File: config.mk
export PLATFORM = sky130hd
export DESIGN_NAME = epoch_seconds_to_calendar_unit
export DESIGN_NICKNAME = d
export VERILOG_FILES = /design/src/hdl/esc_pkg.sv /design/src/hdl/epoch_seconds_to_calendar_unit.sv
export SDC_FILE = /design/constraint.sdc
export NUM_CORES = 2
export LEC_CHECK = 0
export BUFFER_PORTS_ARGS = -buffer_cell sky130_fd_sc_hd__buf_2
export CELL_PAD_IN_SITES_DETAIL_PLACEMENT = 1
export CELL_PAD_IN_SITES_GLOBAL_PLACEMENT = 2
export CORE_ASPECT_RATIO = 1.4
export CORE_MARGIN = 10
export CORE_UTILIZATION = 39
export CTS_CLUSTER_DIAMETER = 50
export DETAILED_ROUTE_END_ITERATION = 16
export PLACE_DENSITY = 0.87
export SLEW_MARGIN = 5
export SYNTH_ARGS = -nofsm -noshare
export SYNTH_HDL_FRONTEND = slang
export SYNTH_SLANG_ARGS = --single-unit
export TNS_END_PERCENT = 5
File: constraint.sdc
create_clock -name i_clk -period 10.2 [get_ports i_clk]
set_input_delay 2.04 -clock i_clk [delete_from_list [all_inputs] [get_ports i_clk]]
set_output_delay 2.04 -clock i_clk [all_outputs]
set_load 0.02 [all_outputs]
File: src/hdl/esc_pkg.sv
// Constants and helpers for the epoch-seconds to calendar conversion.
`default_nettype none

package esc_pkg;

    localparam int unsigned C_STAGES = 7;

    // The input code that marks a missing time stamp.
    localparam logic [31:0] C_INVALID_STAMP = 32'hFFFF_FFFF;

    // Seconds from 1900-03-01 00:00:00 to 1970-01-01 00:00:00 (25508 days).
    localparam logic [32:0] C_SEC_OFFSET = 33'd2203891200;

    // 86400 = 128 * 675; ceil(2^36 / 675) gives an exact quotient for 26-bit values.
    localparam logic [26:0] C_RECIP_675  = 27'd101806633;
    localparam logic [9:0]  C_DIV_675    = 10'd675;

    // ceil(2^27 / 1461) gives an exact quotient for 16-bit day counts.
    localparam logic [16:0] C_RECIP_1461 = 17'd91868;
    localparam logic [10:0] C_DAYS_4YR   = 11'd1461;

    // ceil(2^23 / 60) for 17-bit values and ceil(2^17 / 60) for 11-bit values.
    localparam logic [17:0] C_RECIP_60_SEC = 18'd139811;
    localparam logic [11:0] C_RECIP_60_MIN = 12'd2185;
    localparam logic [5:0]  C_SIXTY        = 6'd60;

    localparam logic [8:0]  C_DAYS_YEAR  = 9'd365;
    localparam logic [10:0] C_BASE_YEAR  = 11'd1900;
    localparam int unsigned C_MONTHS     = 12;

    // First day of each month within a year that starts on March 1.
    function automatic logic [8:0] f_month_start(input logic [3:0] mp);
        logic [8:0] v;
        case (mp)
            4'd0:    v = 9'd0;
            4'd1:    v = 9'd31;
            4'd2:    v = 9'd61;
            4'd3:    v = 9'd92;
            4'd4:    v = 9'd122;
            4'd5:    v = 9'd153;
            4'd6:    v = 9'd184;
            4'd7:    v = 9'd214;
            4'd8:    v = 9'd245;
            4'd9:    v = 9'd275;
            4'd10:   v = 9'd306;
            4'd11:   v = 9'd337;
            default: v = 9'd0;
        endcase
        return v;
    endfunction

endpackage

`default_nettype wire

File: src/hdl/epoch_seconds_to_calendar_unit.sv
// Top level: pipelined conversion of signed Unix seconds to the UTC calendar date and time.
`default_nettype none

// Converts a signed 32-bit count of seconds since 1970-01-01 00:00:00 UTC into second,
// minute, hour, day of month, month and year (1901 to 2038). A transaction is taken at
// every clock edge where start is high; busy is always low, so one time stamp can enter
// in every cycle. A result is on the output ports for one cycle with o_strobe high, in the
// order of the inputs. The receiver cannot hold results off, so it must take every result
// in the cycle where o_strobe is high. The conversion passes through seven register stages
// of constant-reciprocal multiplies that split the count into days, four-year cycles and
// time of day. An input of all ones sets o_invalid and drives every date and time field
// to zero.
module epoch_seconds_to_calendar_unit (
    input  wire logic               i_clk,
    input  wire logic               i_rst_n,
    input  wire logic               start,
    output logic                    busy,
    input  wire logic signed [31:0] i_epoch_seconds,
    output logic                    o_strobe,
    output logic                    o_invalid,
    output logic [5:0]              o_second,
    output logic [5:0]              o_minute,
    output logic [4:0]              o_hour,
    output logic [4:0]              o_day_of_month,
    output logic [3:0]              o_month,
    output logic [10:0]             o_year
);

    logic [esc_pkg::C_STAGES-1:0] r_vld;
    logic [esc_pkg::C_STAGES-1:0] n_vld;

    // Stage 1: shift the count so that zero is 1900-03-01.
    logic [32:0] r1_u, n1_u;
    logic        r1_inv, n1_inv;

    // Stage 2: reciprocal multiply for the day count.
    logic [52:0] r2_prod, n2_prod;
    logic [25:0] r2_x;
    logic [6:0]  r2_lo;
    logic        r2_inv;

    // Stage 3: day count, seconds of day, four-year cycle multiply.
    logic [15:0] r3_q, n3_q;
    logic [16:0] r3_rem, n3_rem;
    logic [32:0] r3_cprod, n3_cprod;
    logic        r3_inv;

    // Stage 4: day within the cycle, minute multiply.
    logic [5:0]  r4_c, n4_c;
    logic [10:0] r4_ry, n4_ry;
    logic [16:0] r4_rem;
    logic [34:0] r4_mprod, n4_mprod;
    logic        r4_inv;

    // Stage 5: minutes of day, second, hour multiply, year in cycle, day of year.
    logic [10:0] r5_mins, n5_mins;
    logic [5:0]  r5_sec, n5_sec;
    logic [22:0] r5_hprod, n5_hprod;
    logic [1:0]  r5_yic, n5_yic;
    logic [8:0]  r5_doy, n5_doy;
    logic [5:0]  r5_c;
    logic        r5_inv;

    // Stage 6: hour, minute, month index.
    logic [4:0]  r6_hour, n6_hour;
    logic [5:0]  r6_min, n6_min;
    logic [3:0]  r6_mp, n6_mp;
    logic [8:0]  r6_doy;
    logic [1:0]  r6_yic;
    logic [5:0]  r6_c;
    logic [5:0]  r6_sec;
    logic        r6_inv;

    // Stage 7: output registers.
    logic        r7_inv, n7_inv;
    logic [5:0]  r7_sec, n7_sec;
    logic [5:0]  r7_min, n7_min;
    logic [4:0]  r7_hour, n7_hour;
    logic [4:0]  r7_day, n7_day;
    logic [3:0]  r7_month, n7_month;
    logic [10:0] r7_year, n7_year;

    assign busy = 1'b0;

    always_comb begin
        n_vld = {r_vld[esc_pkg::C_STAGES-2:0], start};
    end

    always_ff @(posedge i_clk) begin
        if (!i_rst_n) begin
            r_vld <= '0;
        end else begin
            r_vld <= n_vld;
        end
    end

    always_comb begin
        n1_u   = {i_epoch_seconds[31], i_epoch_seconds} + esc_pkg::C_SEC_OFFSET;
        n1_inv = (i_epoch_seconds == esc_pkg::C_INVALID_STAMP);
    end

    always_comb begin
        n2_prod = 53'(r1_u[32:7]) * 53'(esc_pkg::C_RECIP_675);
    end

    always_comb begin
        logic [25:0] qm;
        logic [25:0] t;
        n3_q     = r2_prod[51:36];
        qm       = 26'(n3_q) * 26'(esc_pkg::C_DIV_675);
        t        = r2_x - qm;
        n3_rem   = {t[9:0], r2_lo};
        n3_cprod = 33'(n3_q) * 33'(esc_pkg::C_RECIP_1461);
    end

    always_comb begin
        logic [15:0] cm;
        n4_c     = r3_cprod[32:27];
        cm       = 16'(n4_c) * 16'(esc_pkg::C_DAYS_4YR);
        n4_ry    = 11'(r3_q - cm);
        n4_mprod = 35'(r3_rem) * 35'(esc_pkg::C_RECIP_60_SEC);
    end

    always_comb begin
        logic [16:0] sm;
        logic [10:0] ym;
        n5_mins  = r4_mprod[33:23];
        sm       = 17'(n5_mins) * 17'(esc_pkg::C_SIXTY);
        n5_sec   = 6'(r4_rem - sm);
        n5_hprod = 23'(n5_mins) * 23'(esc_pkg::C_RECIP_60_MIN);
        if (r4_ry >= 11'(3 * esc_pkg::C_DAYS_YEAR)) begin
            n5_yic = 2'd3;
        end else if (r4_ry >= 11'(2 * esc_pkg::C_DAYS_YEAR)) begin
            n5_yic = 2'd2;
        end else if (r4_ry >= 11'(esc_pkg::C_DAYS_YEAR)) begin
            n5_yic = 2'd1;
        end else begin
            n5_yic = 2'd0;
        end
        ym     = 11'(n5_yic) * 11'(esc_pkg::C_DAYS_YEAR);
        n5_doy = 9'(r4_ry - ym);
    end

    always_comb begin
        logic [10:0] hm;
        n6_hour = r5_hprod[21:17];
        hm      = 11'(n6_hour) * 11'(esc_pkg::C_SIXTY);
        n6_min  = 6'(r5_mins - hm);
        n6_mp   = '0;
        for (int k = 1; k < esc_pkg::C_MONTHS; k++) begin
            if (r5_doy >= esc_pkg::f_month_start(4'(k))) begin
                n6_mp = n6_mp + 4'd1;
            end
        end
    end

    always_comb begin
        logic        late;
        logic [8:0]  dd;
        late = (r6_mp >= 4'd10);
        dd   = r6_doy - esc_pkg::f_month_start(r6_mp) + 9'd1;
        if (r6_inv) begin
            n7_inv   = 1'b1;
            n7_sec   = '0;
            n7_min   = '0;
            n7_hour  = '0;
            n7_day   = '0;
            n7_month = '0;
            n7_year  = '0;
        end else begin
            n7_inv   = 1'b0;
            n7_sec   = r6_sec;
            n7_min   = r6_min;
            n7_hour  = r6_hour;
            n7_day   = dd[4:0];
            n7_month = late ? (r6_mp - 4'd9) : (r6_mp + 4'd3);
            n7_year  = esc_pkg::C_BASE_YEAR + {3'b000, r6_c, 2'b00}
                       + 11'(r6_yic) + 11'(late);
        end
    end

    always_ff @(posedge i_clk) begin
        r1_u     <= n1_u;
        r1_inv   <= n1_inv;

        r2_prod  <= n2_prod;
        r2_x     <= r1_u[32:7];
        r2_lo    <= r1_u[6:0];
        r2_inv   <= r1_inv;

        r3_q     <= n3_q;
        r3_rem   <= n3_rem;
        r3_cprod <= n3_cprod;
        r3_inv   <= r2_inv;

        r4_c     <= n4_c;
        r4_ry    <= n4_ry;
        r4_rem   <= r3_rem;
        r4_mprod <= n4_mprod;
        r4_inv   <= r3_inv;

        r5_mins  <= n5_mins;
        r5_sec   <= n5_sec;
        r5_hprod <= n5_hprod;
        r5_yic   <= n5_yic;
        r5_doy   <= n5_doy;
        r5_c     <= r4_c;
        r5_inv   <= r4_inv;

        r6_hour  <= n6_hour;
        r6_min   <= n6_min;
        r6_mp    <= n6_mp;
        r6_doy   <= r5_doy;
        r6_yic   <= r5_yic;
        r6_c     <= r5_c;
        r6_sec   <= r5_sec;
        r6_inv   <= r5_inv;

        r7_inv   <= n7_inv;
        r7_sec   <= n7_sec;
        r7_min   <= n7_min;
        r7_hour  <= n7_hour;
        r7_day   <= n7_day;
        r7_month <= n7_month;
        r7_year  <= n7_year;
    end

    assign o_strobe       = r_vld[esc_pkg::C_STAGES-1];
    assign o_invalid      = r7_inv;
    assign o_second       = r7_sec;
    assign o_minute       = r7_min;
    assign o_hour         = r7_hour;
    assign o_day_of_month = r7_day;
    assign o_month        = r7_month;
    assign o_year         = r7_year;

endmodule

`default_nettype wire

==> results.cfg <==
[drt]
antenna_left = 0
drc = 0
routed_wirelength_mm = 69.6
wire_per_inst_microns = 18.3
drt-initial-drc-count = 440
via_count = 18600
drt-pass1-iter-count = 4
vias_per_cell = 4.89

[placement]
dp_hpwl_mm = 61.0
io_buffers = 73
gp_congestion = 0.966

[cells_and_area]
final_net_count = 3900
layout-drive-gt1-share_pct = 5.76
num_antenna_cells = 0
multi_input_area_sq_um = 20400
area_growth_pct = 9.92
fill_cells = 8049
seq_area_sq_um = 5160

[critical_path]
crit_arrival_ns = 7.60
worst_setup_path_end_kind = register
crit_path_frequent_cell = ha_1
cp_max_fo = 12
required_ns = 10.70
r2r_slack_ns = 3.11
cp-start-kind = register
slowest_stage = dfxtp_1
cpPeakStageDelay_ns = 0.55
crit_type = reg2reg

[logic_synthesis]
synth_area_leaders = ha_1 (30%), fa_1 (26%), dfxtp_1 (18%)
synth_nets = 3802
yosysTopAreaCellShare_pct = 30.0
synth_cell_types = 74
synthCells = 2721
ys_ff_latch = 258
synth-edff-count = 0
synth_fa_ha_area_share_pct = 55.9
yosysSeqAreaShare_pct = 18.2
synth_area_per_cell_sq_um = 10.4
syn_area_sq_um = 28400
synth_ff_type = dfxtp_1
synthSimpleGateAreaFrac_pct = 5.03
async_flop_share_pct = 0
synth_top_family_by_area = adder cells
synth_mux_area_share_pct = 0.410
yosysTopAreaCell = ha_1
synth_compound_area_share_pct = 6.06
synth-xor-area-share_pct = 4.68
ys_warn_count = 0

[global_route]
grt.busiest_layer = met2
antenna_found_initial = 1
grt-ovfl-total = 0
grt_max_degree = 39
grt_pass1_vias = 22100
grtUsageMet3_pct = 2.06
grt_use_met2_pct = 34.0
grt_pass1_wl_mm = 114
gr-usage-met1_pct = 17.0
gr-usage-all-layers_pct = 17.0

[die]
initial_core_util_pct = 39.5
die-area_sq_um = 84000
die_y_microns = 339
rows = 116
fp.dieW_microns = 248
core_area_sq_um = 71800
pin_count = 75

[timing]
tns_ns = 0
fmax_ghz = 0.141
period_share_pct = 69.6
rsz0062_at_grt = false
worstMarginPinSlew_ns = 1.23
hold_violations = 0
finalClockSkew_ns = 0.0281
slew_headroom_pct = 16.9
drv_slew = 0
setup_viol = 0
min_period_ns = 7.09

[worst_hold_path]
min_path_type = reg2reg

[cts]
cts_tree = done
cts_repair_resize_count = 0
cts_made_buffers = 38
cts_sinks = 258
insertion_delay_ns = 0.57
clkTransAtPathRegs_ns = 0.06
max-clock-path-buffers = 3
clockRootBuffer = clkbuf_16
postCtsHoldBufs = 0
cts_setup_buffers = 0
cts-htree-levels = 2

[job]
maxCapViolations = 0

[outcome]
status = finished clean
[registers in the layout (all words and copies together) (netlist names), 7 cells and up, named ones only]
name      flops
r3_rem       17
r2_x         10
r4_mprod     12
r1_u         33
r5_hprod      8
r5_doy        9
r4_ry        11
r_vld         7
r2_prod      16
o_year       11
r3_q         11
r2_lo         7
[cell type report]
class                      instances  area share [%]
sequential                       258            16.6
clock buffer                      42            3.20
inverter                         714            8.60
multi-input combinational       1732            65.5
clock inverter                    27            1.08
timing repair buffer              75            1.22
tap                              944            3.79
[logic make-up after synthesis]
| logic type | count (synthesis) |
|---|---|
| buffers and inverters | 731 |
| XOR/XNOR | 145 |
| multiplexers | 11 |
| AO/OA/AOI/OAI | 255 |
| other | 1 |
| AND/OR/NAND/NOR | 274 |
| flip-flops | 258 |
| adder cells (fa/ha/maj) | 1046 |
[placed cells by master, fill, tap and decap left out, drive strengths merged, types with 17 or more instances in the layout]
cell type and n:
nand4 22, fa 366, dfxtp 258, a21oi 59
clkbuf 42, and2 19, xor2 48, nor3 17
nor2b 30, inv 719, buf 75, a21o 48
xnor2 96, nand3 22, nor2 59, o21ai 47
nand2 53, ha 680
[critical path: cells and delay by family, from the launching register on]
| family | cells | cell delay, ns |
|---|---|---|
| adder cells (fa/ha/maj) | 10 | 3.14 |
| multiplexers | 6 | 1.61 |
| AND/OR/NAND/NOR | 8 | 1.15 |
| flip-flops | 1 | 0.55 |
| AO/OA/AOI/OAI | 2 | 0.21 |
| XOR/XNOR | 1 | 0.21 |
| buffers and inverters | 1 | 0.15 |
[layer usage]
metal / part of all wire [%] / routed length, microns
met1: 37 / 25500
met2: 56 / 39200
met4: 4.4 / 3040
met3: 2.7 / 1860
met5: 0 / 0
[path summary, 6_finish.rpt]
path	from	end	cells past startpoint
max	r5_doy[4]	register	28
min	r5_yic[1]	r6_yic[1]	0
max reg2reg	r5_doy[4]	register	28
min reg2reg	r5_yic[1]	r6_yic[1]	0
[cell usage after synthesis, types with 3 or more instances]
| cell type | count |
|---|---|
| o2111ai_1 | 4 |
| nor2_1 | 59 |
| and3_1 | 11 |
| o21bai_1 | 11 |
| and2_1 | 19 |
| nand4_1 | 22 |
| mux2_2 | 5 |
| clkbuf_1 | 9 |
| nand2b_1 | 15 |
| nor2b_1 | 30 |
| or4_1 | 4 |
| xor2_1 | 48 |
| o22ai_1 | 3 |
| inv_1 | 714 |
| o21ai_1 | 4 |
| o311ai_0 | 3 |
| or3_1 | 5 |
| a21boi_0 | 5 |
| buf_2 | 5 |
| a31oi_1 | 11 |
| a21o_1 | 48 |
| mux2i_1 | 6 |
| a211oi_1 | 8 |
| a21oi_1 | 59 |
| o21a_1 | 13 |
| a211o_1 | 5 |
| and4_1 | 3 |
| ha_1 | 680 |
| o31a_1 | 5 |
| nand3_1 | 22 |
| o211ai_1 | 7 |
| or2_2 | 3 |
| nand2_1 | 53 |
| o21ai_0 | 43 |
| nor3_1 | 17 |
| xnor2_1 | 92 |
| xnor2_2 | 3 |
| fa_1 | 366 |
| dfxtp_1 | 258 |
[stage by stage]
stage	setup WS [ns]	utilization, %	std cells	cell area, sq um	hold slack [ns]
global placement	3.27	41.5	3723	29800	0.310
finish	3.11	43.4	3792	31200	0.325
CTS	3.05	43.4	3792	31200	0.326
detailed placement	3.08	41.5	3723	29800	0.313
floorplan	3.89	-	2721	28400	0.310
global route	2.59	43.4	3792	31200	0.331
Power is not shown: default switching activity piles up to over one toggle a cycle in this logic, so the estimate is an artifact.
